[src/slip_frame_decoder_defines.svh]
// assertion macros used by the slip frame decoder rtl
`ifndef SLIP_FRAME_DECODER_DEFINES_SVH
`define SLIP_FRAME_DECODER_DEFINES_SVH

// condition that holds at every clock edge out of reset
`define SFD_ASSERT_ALWAYS(lbl, expr, msg) \
  lbl: assert property (@(posedge clk) disable iff (rst) (expr)) else $error(msg);

// consequence that holds in the cycle after the antecedent
`define SFD_ASSERT_NEXT(lbl, ante, cons, msg) \
  lbl: assert property (@(posedge clk) disable iff (rst) (ante) |=> (cons)) else $error(msg);

`endif

[src/sfd_pkg.sv]
// shared constants and types of the slip frame decoder
package sfd_pkg;

  localparam int unsigned PACKET_LIMIT = 4096;
  localparam int unsigned LEN_W        = 13;
  localparam int unsigned IDX_W        = 12;

  localparam logic [7:0] FRAME_END     = 8'hC0;
  localparam logic [7:0] FRAME_ESC     = 8'hDB;
  localparam logic [7:0] FRAME_ESC_END = 8'hDC;
  localparam logic [7:0] FRAME_ESC_ESC = 8'hDD;

  localparam logic [LEN_W-1:0] LIMIT_MAX = LEN_W'(PACKET_LIMIT);

  typedef enum logic [1:0] {
    ST_BUSY    = 2'd0,
    ST_DONE    = 2'd1,
    ST_INVALID = 2'd2,
    ST_FULL    = 2'd3
  } status_t;

  typedef struct packed {
    status_t          status;
    logic             data_valid;
    logic [7:0]       data_byte;
    logic [IDX_W-1:0] data_index;
    logic [LEN_W-1:0] packet_length;
  } result_t;

endpackage

[src/sfd_decode.sv]
// slip decode state, limit register and per-byte result logic
`include "slip_frame_decoder_defines.svh"

module sfd_decode (
  input  logic                      clk,
  input  logic                      rst,
  input  logic                      cfg_we,
  input  logic [sfd_pkg::LEN_W-1:0] cfg_wdata,
  input  logic                      take,
  input  logic [7:0]                in_byte,
  output sfd_pkg::result_t          res
);

  typedef enum logic [1:0] {
    MODE_NORMAL   = 2'd0,
    MODE_ESCAPE   = 2'd1,
    MODE_CLEARING = 2'd2
  } mode_t;

  mode_t                     mode;
  mode_t                     mode_next;
  logic [sfd_pkg::LEN_W-1:0] byte_count;
  logic [sfd_pkg::LEN_W-1:0] byte_count_next;
  logic [sfd_pkg::LEN_W-1:0] max_packet_len;
  logic [sfd_pkg::LEN_W-1:0] limit;
  logic                      do_store;
  logic [7:0]                pay_byte;
  logic                      bad_esc_in;
  logic                      end_in;

  assign limit = (max_packet_len > sfd_pkg::LIMIT_MAX) ? sfd_pkg::LIMIT_MAX : max_packet_len;

  always_comb begin
    mode_next       = mode;
    byte_count_next = byte_count;
    do_store        = 1'b0;
    pay_byte        = in_byte;
    res             = '0;
    res.status      = sfd_pkg::ST_BUSY;
    unique case (mode)
      MODE_ESCAPE: begin
        if (in_byte == sfd_pkg::FRAME_ESC_END) begin
          mode_next = MODE_NORMAL;
          do_store  = 1'b1;
          pay_byte  = sfd_pkg::FRAME_END;
        end else if (in_byte == sfd_pkg::FRAME_ESC_ESC) begin
          mode_next = MODE_NORMAL;
          do_store  = 1'b1;
          pay_byte  = sfd_pkg::FRAME_ESC;
        end else begin
          mode_next  = MODE_CLEARING;
          res.status = sfd_pkg::ST_INVALID;
        end
      end
      MODE_CLEARING: begin
        // discard until end, which closes silently
        if (in_byte == sfd_pkg::FRAME_END) begin
          mode_next       = MODE_NORMAL;
          byte_count_next = '0;
        end
      end
      default: begin
        mode_next = MODE_NORMAL;
        if (in_byte == sfd_pkg::FRAME_END) begin
          res.status        = sfd_pkg::ST_DONE;
          res.packet_length = byte_count;
          byte_count_next   = '0;
        end else if (in_byte == sfd_pkg::FRAME_ESC) begin
          mode_next = MODE_ESCAPE;
        end else begin
          do_store = 1'b1;
        end
      end
    endcase
    if (do_store) begin
      if (byte_count >= limit) begin
        res.status = sfd_pkg::ST_FULL;
      end else begin
        res.data_valid  = 1'b1;
        res.data_byte   = pay_byte;
        res.data_index  = byte_count[sfd_pkg::IDX_W-1:0];
        byte_count_next = byte_count + 1'b1;
      end
    end
  end

  always_ff @(posedge clk) begin
    if (rst) begin
      mode           <= MODE_NORMAL;
      byte_count     <= '0;
      max_packet_len <= sfd_pkg::LIMIT_MAX;
    end else begin
      if (cfg_we) begin
        max_packet_len <= cfg_wdata;
      end
      if (take) begin
        mode       <= mode_next;
        byte_count <= byte_count_next;
      end
    end
  end

  assign bad_esc_in = take && mode == MODE_ESCAPE &&
                      in_byte != sfd_pkg::FRAME_ESC_END && in_byte != sfd_pkg::FRAME_ESC_ESC;
  assign end_in     = take && mode != MODE_ESCAPE && in_byte == sfd_pkg::FRAME_END;

  `SFD_ASSERT_ALWAYS(a_count_cap, byte_count <= sfd_pkg::LIMIT_MAX, "byte count above packet limit")
  `SFD_ASSERT_NEXT(a_hold, !take, $stable(byte_count) && $stable(mode), "state moved without request")
  `SFD_ASSERT_NEXT(a_bad_esc, bad_esc_in, mode == MODE_CLEARING, "invalid escape not cleared")
  `SFD_ASSERT_NEXT(a_end_clr, end_in, byte_count == '0 && mode == MODE_NORMAL, "end not cleared")

endmodule

[src/sfd_out_reg.sv]
// result register between decode logic and the output channel
module sfd_out_reg (
  input  logic             clk,
  input  logic             rst,
  input  logic             load,
  input  sfd_pkg::result_t res_in,
  input  logic             out_ready,
  output logic             out_valid,
  output logic             free,
  output sfd_pkg::result_t res_out
);

  // room for a new request when empty or when the held one leaves now
  assign free = !out_valid || out_ready;

  always_ff @(posedge clk) begin
    if (rst) begin
      out_valid <= 1'b0;
    end else if (load) begin
      out_valid <= 1'b1;
    end else if (out_ready) begin
      out_valid <= 1'b0;
    end
  end

  always_ff @(posedge clk) begin
    if (load) begin
      res_out <= res_in;
    end
  end

endmodule

[src/slip_frame_decoder.sv]
// slip frame decoder top level
// One received line byte per request, one result per byte. A byte is decoded in the cycle it is
// accepted and its result is held in an output register, so a new byte can be taken every cycle
// while the output side keeps pace; in_ready falls only while a finished result
// waits and out_ready is low. status: 0 in progress, 1 packet done (packet_length valid),
// 2 invalid escape (bytes then dropped up to the next END), 3 buffer full (payload byte dropped).
// data_valid marks a decoded payload byte with its data_index. The packet limit is cfg_wdata
// written with cfg_we, capped at 4096, reset 4096; write it only while the decoder is idle.
module slip_frame_decoder (
  input  logic        clk,
  input  logic        rst,
  input  logic        cfg_we,
  input  logic [12:0] cfg_wdata,
  input  logic        in_valid,
  output logic        in_ready,
  input  logic [7:0]  in_byte,
  output logic        out_valid,
  input  logic        out_ready,
  output logic [1:0]  status,
  output logic        data_valid,
  output logic [7:0]  data_byte,
  output logic [11:0] data_index,
  output logic [12:0] packet_length
);

  sfd_pkg::result_t res_comb;
  sfd_pkg::result_t res_reg;
  logic             take;

  assign take = in_valid && in_ready;

  sfd_decode u_decode (
    .clk       (clk),
    .rst       (rst),
    .cfg_we    (cfg_we),
    .cfg_wdata (cfg_wdata),
    .take      (take),
    .in_byte   (in_byte),
    .res       (res_comb)
  );

  sfd_out_reg u_out_reg (
    .clk       (clk),
    .rst       (rst),
    .load      (take),
    .res_in    (res_comb),
    .out_ready (out_ready),
    .out_valid (out_valid),
    .free      (in_ready),
    .res_out   (res_reg)
  );

  assign status        = res_reg.status;
  assign data_valid    = res_reg.data_valid;
  assign data_byte     = res_reg.data_byte;
  assign data_index    = res_reg.data_index;
  assign packet_length = res_reg.packet_length;

endmodule
[config.mk]
export PLATFORM = sky130hd
export DESIGN_NAME = slip_frame_decoder
export DESIGN_NICKNAME = d
export VERILOG_FILES = /design/src/sfd_pkg.sv /design/src/sfd_decode.sv /design/src/sfd_out_reg.sv /design/src/slip_frame_decoder.sv
export VERILOG_INCLUDE_DIRS = /design/src /design/src/src
export SDC_FILE = /design/constraint.sdc
export NUM_CORES = 1
export LEC_CHECK = 0
export BUFFER_PORTS_ARGS = -buffer_cell sky130_fd_sc_hd__buf_2
export CORE_UTILIZATION = 50
export CTS_CLUSTER_SIZE = 25
export DETAILED_ROUTE_END_ITERATION = 7
export PLACE_DENSITY = 0.7
export REMOVE_ABC_BUFFERS = 1
export SLEW_MARGIN = 20
export SYNTH_ARGS = -nofsm -noshare
export SYNTH_HDL_FRONTEND = slang
export SYNTH_HIERARCHICAL = 1
export SYNTH_SLANG_ARGS = --single-unit
[constraint.sdc]
create_clock -name clk -period 3.5 [get_ports clk]
set_input_delay 0.7 -clock clk [delete_from_list [all_inputs] [get_ports clk]]
set_output_delay 0.7 -clock clk [all_outputs]
set_load 0.1 [all_outputs]
Word-level counts from Yosys, hierarchy flattened
Index checks and enable logic that the tools add are counted.
- multiplexer cells: 26
- $add $sub $neg: 1
- reductions and logical operators: 7
- bitwise gates (word level): 2
- equal/unequal tests: 7
- magnitude comparators: 2
- operators with widths (operator ; count):
    $mux 13 ; 5
    $eq 8x8->1 const B ; 4
    $mux 8 ; 3
    $mux 23 ; 1
    $mux 21 ; 1
    $add 13x1->13 const B ; 1
    $ge 13x13->1 ; 1
    $gt 13x13->1 const B ; 1
    $mux 2 ; 5
    $mux 1 ; 8
    $pmux 2 s2 ; 2
    $reduce_or 3->1 ; 1
    $eq 2x1->1 const B ; 1
    $eq 2x2->1 const B ; 1
    $ne 2x1->1 const B ; 1
    $not 1->1 ; 2
    $pmux 1 s2 ; 1
    $reduce_and 2->1 ; 1
    $reduce_bool 2->1 ; 1
    $reduce_or 2->1 ; 1
    $logic_and 1x1->1 ; 1
    $logic_not 1->1 ; 1
    $logic_or 1x1->1 ; 1
- output and inout bits: 38
- input port bits: 26
- logic and storage cells: 54
- bits in registers: 65

Longest topological paths before layout
Gate-level depths: netlist of run 1.
- depth in word-level cells: 6
- gate-level depth with buffers: 12
- gate-level depth less buffers: 10

Hierarchy
The synthesis of run 1 kept the hierarchy.
- by module, submodules not included (module ; cells an instance ; times used ; area an instance (um^2) ; seq. area each (um^2)):
    sfd_decode ; 269 ; 1 ; 2135.8 ; 560.5
    sfd_out_reg ; 40 ; 1 ; 1127.3 ; 1101.1
    slip_frame_decoder ; 1 ; 1 ; 6.3 ; 0.0

Least setup slack after synthesis of run 1
OpenSTA, ideal clock, no wires.
- path kind: reg2reg
- from: reg u_out_reg.out_valid
- to: reg u_decode/byte_count[5] in the netlist's numbering
- setup time: 122 ps
- setup slack: 260 ps
- stages on the path, launching flop included: 8
- data required time: 3378 ps
- clock period less this slack: 3240 ps
- data arrival time: 3118 ps
- cell sequence: dfxtp_1 -> nand2b_4 -> and2_1 -> clkbuf_8 -> nand3b_1 -> a31oi_1 -> o31ai_1 -> a221o_1
- cells in the longest elaborated chain, start to end: 3
- RTL lines (element ; line ; RTL):
    from (decl) ; sfd_out_reg.sv:8 ; output logic out_valid,
    from (signal assigned) ; sfd_out_reg.sv:18 ; out_valid <= 1'b0;
    from (signal assigned) ; sfd_out_reg.sv:20 ; out_valid <= 1'b1;
    from (signal assigned) ; sfd_out_reg.sv:22 ; out_valid <= 1'b0;
    $logic_not 1->1 ; sfd_out_reg.sv:14 ; assign free = !out_valid || out_ready;
    $logic_or 1x1->1 ; sfd_out_reg.sv:14 ;
    named net in_ready ; slip_frame_decoder.sv:15 ; output logic in_ready,
    $logic_and 1x1->1 ; slip_frame_decoder.sv:30 ; assign take = in_valid && in_ready;
    named net take ; slip_frame_decoder.sv:28 ; logic take;
    to (signal assigned) ; sfd_decode.sv:98 ; byte_count <= byte_count_next;
    to (decl) ; sfd_decode.sv:22 ; logic [sfd_pkg::LEN_W-1:0] byte_count;
The timed path passes the listed nets, and every way through them passes these cells.
A chain may end at the register's enable or synchronous reset.

Worst setup path in the final report of run 1
- from: reg u_decode/max_packet_len[12] in the netlist's numbering
- to: reg u_out_reg/res_out[25] in the netlist's numbering, data pin
- cells in the longest elaborated chain, start to end: 4
- RTL lines (element ; line ; RTL):
    from (decl) ; sfd_decode.sv:24 ; logic [sfd_pkg::LEN_W-1:0] max_packet_len;
    from (signal assigned) ; sfd_decode.sv:91 ; max_packet_len <= sfd_pkg::LIMIT_MAX;
    from (signal assigned) ; sfd_decode.sv:94 ; max_packet_len <= cfg_wdata;
    $gt 13x13->1 ; sfd_decode.sv:31 ; assign limit = (max_packet_len > sfd_pkg::LIMIT_MAX) ? sfd_pkg::LIMIT_MAX : max_packet_len;
    $mux 13 (*) ; sfd_decode.sv:31 ;
    $ge 13x13->1 (*) ; sfd_decode.sv:76 ; if (byte_count >= limit) begin
    $reduce_or 2->1 (no source line) (*) ; n/a ;
    to (signal assigned) ; sfd_out_reg.sv:28 ; res_out <= res_in;
    to (decl) ; sfd_out_reg.sv:10 ; output sfd_pkg::result_t res_out
Every way passes the cells marked *; elsewhere a longest branch is shown, timed or not.

==> impl_results.md, run 1 <==
* Run status: finished, final reports clean
* Reg-to-reg slack, setup at 0.85 ns
* Routed wirelength normalized by instance count at 13.5 um
* Proportion of layout cells with a drive suffix above 1 at 26.5%
* Total power at around 1.8 mW
* TritonCTS clock tree: built
* Leakage power summed over all cells at 1.71 nW
* Data arrival time at the worst-slack endpoint at 2.75 ns
* Die X at 82.9 um
* Wire length after detailed routing at 6.14 mm
* Number of gates resized after cts at 0
* Worst skew pair latency at 0.34 ns
* Avg Inst Size Synth at roughly 11 sq um
* Cell Area, Synth at 3270 sq um
* Pre-antenna DRT Iters at 4
* Count of buffers inserted at the top-level ports at 63
* Min-delay src: u_decode/max_packet_len[3]
* Root cell of the clock tree: sky130_fd_sc_hd__clkbuf_8
* Layout Nets at 415
* Crit path largest cell delay at ~0.39 ns
* Worst hold stages at 2
* Transition at the pin with the smallest max-transition slack at 0.850 ns
* H-tree depth at 3
* Final setup margin at 0.854 ns
* CP Cell Sequence: inv_1 -> nand2_1 -> ha_1 -> nand4_1 -> a2111oi_0 -> o21ai_0 -> nand3b_1 -> inv_1 -> and2_2
* Number of flops mapped to enable cells by yosys at 36
* Pre-CTS WS at 0.819 ns
* Most numerous cell types in the synthesized netlist: sky130_fd_sc_hd__nand2_1 (39), sky130_fd_sc_hd__edfxtp_1 (36), sky130_fd_sc_hd__dfxtp_1 (29), sky130_fd_sc_hd__nor2_1 (25), sky130_fd_sc_hd__mux2i_1 (18)
* Vias in the first global route at ~2200
* Layout Area Growth over Synthesis at 16.0%
* Type of the worst setup path: register to register
* Main synth FF type: sky130_fd_sc_hd__edfxtp_1
* Global-route wire length before repair at around 10 mm
* Ratio of routed vias to standard cells at 5.29
* Area of the die at 6870 sq um
* Crit-path most repeated cell: sky130_fd_sc_hd__inv_1
* Total setup buffers inserted after CTS at 0
* Max cap viols at 0
* Hold worst-path end: u_decode/max_packet_len[3]
* Row count at 29
* Cell variety after synth at 50
* Post-synthesis cell count at 310
* Maximum number of pins on one net before global-route repair at 52
* Total global-route track usage at 18.4%
* Path category of the worst min-delay check: register to register
* Vias post-DR at about 2400
* Slew HR at 43.1%
* Library cell occupying the most area in the post-synthesis netlist: sky130_fd_sc_hd__edfxtp_1
* VDD IR-drop max at a little over 0.3 mV
* CP Data Required Time at approximately 3.6 ns
* Worst Reg-to-Reg Cells at 9
* Die height at 82.9 um
* Synth area leaders: sky130_fd_sc_hd__edfxtp_1 (33%), sky130_fd_sc_hd__dfxtp_1 (18%), sky130_fd_sc_hd__ha_1 (6.1%)
* Clock buffer depth at 2
* Area fraction of the dominant cell type after synthesis at 33.1%
* Final Hold Fails at 0
* Clk pin slew, worst setup/hold paths at 0.07 ns
* Flip-flop and latch count after synthesis at 65
* Asr flop ratio synth at 0%
* Register area share after synthesis at 50.8%
* Sum of negative setup slack at 0 ns
* Element type at the critical path end: register
* Core area at 6310 sq um
* Initial DRC Count at 144
* Peak fanout along the critical path at 22
* Crit share post-route at around three quarters
* Detail Placement HPWL at 4.18 mm
* Number of remaining DRC errors at 0
* Starting density of the core at 51.8%
* Worst path slowest cell: sky130_fd_sc_hd__a2111oi_0
* Total of warnings raised by yosys at 6
* Num Clock Sinks at 65
* Leading cell type by number of instances after synthesis: sky130_fd_sc_hd__nand2_1
* Unrepaired setup endpoints after global routing: no
* Finish-stage setup viols at 0
* Power per Cell Area at 472 nW/um^2
* Total overflow reported by the global router at 0
* Ant. Diodes at 0
* Crit Reg-Reg Startpoint: u_decode/max_packet_len[12]
* Crit path time final at 2.65 ns
* Initial antenna violation count at 0
* Cts bufs inserted at 9
* Final clock skew at 0.00854 ns
* Number of ports placed on the die boundary at 64
* Routability Congestion at 0.779
* Remaining antenna violation count after routing at 0
* Final count of pins violating max slew at 0
* Start point of the critical path: u_decode/max_packet_len[12]
* Fmax at 0.378 GHz
* Element type at the critical path start: register
* Hold buffer count at cts at 0
* Endpoint of the most critical register-to-register path: u_out_reg/res_out[25]
[metal layers]
layer  routed length (um)  part of all wire (%)  up-vias  GRT usage [%]
met3                  304                   5.0       10           4.67
met4                  113                   1.8        0           8.78
met1                 2980                    49     1098           24.0
met2                 2740                    45       60           28.7
li1                     -                     -     1237              -
met5                    0                     0        -              0
[area by class of cell]
type,instances,area (sq um)
fillers,595,2520
flip-flops and latches,65,1660
multi-input cells,221,1480
repair buffers,66,338
clock buffers,11,131
well taps,77,96.3
clock inverters,5,47.5
inverters,10,37.5
[sequential cells by signal (all words and copies together) (netlist names)]
register,cells
u_out_reg/out_valid,1
u_out_reg/res_out,36
u_decode/mode,2
u_decode/byte_count,13
u_decode/max_packet_len,13
[worst max path at each step]
stage | end | slack (ns) | cells after the start
after floorplan | u_decode/byte_count[3] | 0.17 | 6
after global placement | u_out_reg/res_out[25] | 0.86 | 7
after detailed placement | u_out_reg/res_out[25] | 0.82 | 7
after CTS | u_decode/byte_count[0] | 0.84 | 10
after global routing | u_decode/byte_count[11] | 0.44 | 10
final | u_out_reg/res_out[25] | 0.85 | 9
[cell usage in the layout (no fill, tap or decap), types with 5 or more instances in the layout]
master	synthesis	final
sky130_fd_sc_hd__buf_2	0	63
sky130_fd_sc_hd__nand2_1	39	39
sky130_fd_sc_hd__edfxtp_1	36	36
sky130_fd_sc_hd__dfxtp_1	29	29
sky130_fd_sc_hd__nor2_1	25	25
sky130_fd_sc_hd__mux2i_1	18	18
sky130_fd_sc_hd__nand3_1	17	17
sky130_fd_sc_hd__ha_1	16	16
sky130_fd_sc_hd__and2_1	14	13
sky130_fd_sc_hd__and3_1	12	12
sky130_fd_sc_hd__a21oi_1	11	11
sky130_fd_sc_hd__inv_1	10	10
sky130_fd_sc_hd__clkbuf_8	1	9
sky130_fd_sc_hd__o21ai_0	7	7
sky130_fd_sc_hd__nor3_1	6	6
sky130_fd_sc_hd__and3_2	6	6
sky130_fd_sc_hd__nor2b_1	5	5
[worst max-delay path: cells and delay by family, from the launching register on]
family | cells | cell delay (ns)
AO/OA/AOI/OAI | 2 | 0.58
adder cells (fa/ha/maj) | 1 | 0.31
buffers and inverters | 2 | 0.55
flip-flops | 1 | 0.31
AND/OR/NAND/NOR | 4 | 0.67
[power breakdown]
| part | switching [mW] | internal (mW) | leakage (nW) |
|---|---|---|---|
| Combinational | 0.273 | 0.0649 | 1.02 |
| Clock | 0.270 | 0.322 | 0.0922 |
| Sequential | 0.0144 | 0.846 | 0.599 |
| Total | 0.557 | 1.23 | 1.71 |
[per-stage QoR]
stage / cells / util [%] / instance area, sq um / hold WS [ns]
2_1_floorplan: 296 / - / 3180 / 0.452
3_3_place_gp: 439 / 57.3 / 3610 / 0.472
3_5_place_dp: 439 / 57.3 / 3610 / 0.486
4_1_cts: 455 / 60.1 / 3790 / 0.502
5_1_grt: 455 / 60.1 / 3790 / 0.522
6_report: 455 / 60.1 / 3790 / 0.495
[logic make-up (layout without fill, tap and decap cells)]
| family | Yosys count | in the layout | synth area share [%] |
|---|---|---|---|
| AOI/OAI and AO/OA | 33 | 33 | 6.85 |
| xor gates and xnor gates | 3 | 3 | 0.804 |
| adders and majority gates | 16 | 16 | 6.12 |
| buffers and inverters | 24 | 92 | 3.90 |
| DFF | 65 | 65 | 50.8 |
| muxes | 21 | 21 | 6.54 |
| and+or+nand+nor | 148 | 148 | 25.0 |
No activity file was read; power rests on OpenSTA's default activity.
==> run 2: changes to the inputs <==
Clock period 3.5 ns to 2.5 ns, I/O delays scaled along.
==> run 2 against run 1 <==
  * Core utilization up 3.1 points
  * Sequential share of layout area down 2.0 points
  * Combinational power up 49%
  * Sequential power up 41%
  * Maximum frequency up 13%
  * Final area up 5.1%
  * Flip-flop and latch count unchanged
  * Wire length up 13%
  * Register-to-register slack worse by 0.70 ns
  * Worst setup slack worse by 0.70 ns
  * Critical path depth up 2
==> impl_results.md, run 2 (synthesis results as in run 1) <==
* Run status: finished, final reports clean
* Final setup margin at 0.158 ns
* TritonCTS clock tree: built
* Clk pin slew, worst setup/hold paths at 0.07 ns
* Wire length after detailed routing at slightly below 7 mm
* Endpoint of the most critical register-to-register path: u_out_reg/res_out[14]
* Cts bufs inserted at 9
* Ratio of routed vias to standard cells at 5.36
* Die X at 82.9 um
* Most common library cell in the layout ignoring fill and taps: sky130_fd_sc_hd__buf_2
* Crit path time final at 2.34 ns
* Power per Cell Area at 668 nW/um^2
* Starting density of the core at 51.8%
* Area of combinational cells with multiple inputs at 1500 sq um
* Crit share post-route at between 90% and 100%
* Element type at the critical path end: register
* Pre-CTS WS at -0.142 ns
* Vias in the first global route at 2374
* Pre-antenna DRT Iters at 4
* Reg-to-reg slack, setup at 0.16 ns
* Hold worst-path end: u_decode/max_packet_len[12]
* Layout Nets at 434
* VDD IR-drop max at about 0.38 mV
* Initial antenna violation count at 0
* Layout Area Growth over Synthesis at 21.9%
* Count of buffers inserted at the top-level ports at 63
* Worst Reg-to-Reg Cells at 11
* Most used cells in the layout excluding fill and tap cells: sky130_fd_sc_hd__buf_2 (63), sky130_fd_sc_hd__nand2_1 (39), sky130_fd_sc_hd__edfxtp_1 (36), sky130_fd_sc_hd__dfxtp_1 (28), sky130_fd_sc_hd__nor2_1 (25)
* Clock buffer depth at 2
* CP Data Required Time at 2.61 ns
* Slew HR at 43.4%
* Final clock skew at 0.00997 ns
* Initial DRC Count at 189
* Routability Congestion at 0.873
* Detail Placement HPWL at roughly 4.6 mm
* Area of the die at 6870 sq um
* Hold buffer count at cts at 0
* Max cap viols at 0
* Core area at 6310 sq um
* Leakage power summed over all cells at 1.80 nW
* Row count at 29
* Total cell area at the placement stage at 3690 sq um
* Fillcell total at 543
* Path category of the worst min-delay check: primary input to register
* Finish-stage setup viols at 0
* Global-route wire length before repair at 11.3 mm
* Peak fanout along the critical path at 7
* Vias post-DR at between 2000 and 3000
* Start point of the critical path: u_decode/max_packet_len[12]
* Die height at roughly 83 um
* Final Hold Fails at 0
* Number of flip-flops under the largest register name at 36
* Final standard cell utilization of the core at 63.1%
* Routed wirelength normalized by instance count at 14.7 um
* Total overflow reported by the global router at 0
* Largest register by flop count: u_out_reg/res_out
* Transition at the pin with the smallest max-transition slack at 0.845 ns
* Number of remaining DRC errors at 0
* Element type at the critical path start: register
* Crit Reg-Reg Startpoint: u_decode/max_packet_len[12]
* Total power at 2.66 mW
* Final count of pins violating max slew at 0
* Root cell of the clock tree: sky130_fd_sc_hd__clkbuf_8
* Design area at 3990 sq um
* Data arrival time at the worst-slack endpoint at 2.45 ns
* Type of the worst setup path: register to register
* H-tree depth at 3
* Number of ports placed on the die boundary at 64
* Remaining antenna violation count after routing at 0
* Worst skew pair latency at between 0.3 and 0.4 ns
* Fmax at 0.427 GHz
* Ant. Diodes at 0
* Worst hold stages at 3
* Registers with the most flip-flops: u_out_reg/res_out: 36 flops, u_decode/byte_count: 13 flops, u_decode/max_packet_len: 13 flops
* Total global-route track usage at about a fifth
* Num Clock Sinks at 65
* Min-delay src: cfg_wdata[12]
* Maximum number of pins on one net before global-route repair at 31
* Sequential Area at 1670 sq um
* Sum of negative setup slack at 0 ns
* Proportion of layout cells with a drive suffix above 1 at 31.2%
run 2: cell types whose count changed in the layout (fill, tap and decap cells not counted), sizes merged:
cell / before / now
buf: 66 / 82
bufinv: 1 / 2
clkbuf: 11 / 12
clkinv: 4 / 2
clkinvlp: 0 / 4
inv: 10 / 9
run 2: metrics by stage:
stage / hold slack [ns] / cells
final: 0.383 / 474
after global routing: 0.383 / 474
after CTS: 0.378 / 471
after detailed placement: 0.490 / 449
after global placement: 0.476 / 449
after floorplan: 0.452 / 296
run 2: worst max-delay path: stages, from the launching register on:
cell and delay (ns):
sky130_fd_sc_hd__dfxtp_4 0.37, sky130_fd_sc_hd__inv_4 0.08, sky130_fd_sc_hd__nand2_1 0.07, sky130_fd_sc_hd__ha_1 0.29
sky130_fd_sc_hd__nand4_1 0.14, sky130_fd_sc_hd__a2111oi_2 0.35, sky130_fd_sc_hd__o21ai_1 0.13, sky130_fd_sc_hd__nand3b_1 0.12
sky130_fd_sc_hd__buf_4 0.15, sky130_fd_sc_hd__clkinvlp_4 0.08, sky130_fd_sc_hd__buf_4 0.16, sky130_fd_sc_hd__and2_1 0.15
run 2: repair_timing:
item / 4_1_cts / 5_1_grt
gates resized for setup: 4 / 8
endpoints found under the setup margin: 25 / 33
buffers inserted: 4 / 2
cloned: 2 / 1
pin swaps: 1 / 0
run 2: layout make-up:
cell class                 instances  share of cell area (%)
clock buffer                      12                    3.39
clock inverter                     4                    1.73
inverter                          10                    1.10
multi-input combinational        221                    37.5
sequential                        65                    41.8
tap                               77                    2.42
timing repair buffer              82                    11.5
timing repair inverter             3                   0.565
run 2: power by group:
part	switching (mW)	total (mW)	leakage (nW)	internal, mW
combinational	0.396	0.505	1.10	0.109
clock	0.394	0.952	0.102	0.558
sequential	0.0220	1.21	0.599	1.18
run 2: worst max-delay path by stage:
| stage | end | cells past startpoint | slack, ns |
|---|---|---|---|
| global placement | u_out_reg/res_out[25] | 9 | -0.07 |
| finish | u_out_reg/res_out[14] | 11 | 0.16 |
| detailed placement | u_out_reg/res_out[25] | 9 | -0.14 |
| global route | u_out_reg/res_out[18] | 11 | -0.002 |
| CTS | u_decode/byte_count[11] | 11 | 0.03 |
| floorplan | u_decode/byte_count[3] | 6 | -0.83 |
run 2: routing by layer:
metal | part of all wire, % | global-route usage [%] | vias up
met5 | 0 | 0 | -
met4 | 2.5 | 10.8 | 0
met3 | 5.7 | 5.07 | 15
met2 | 45 | 31.8 | 87
met1 | 46 | 27.5 | 1174
li1 | - | - | 1266
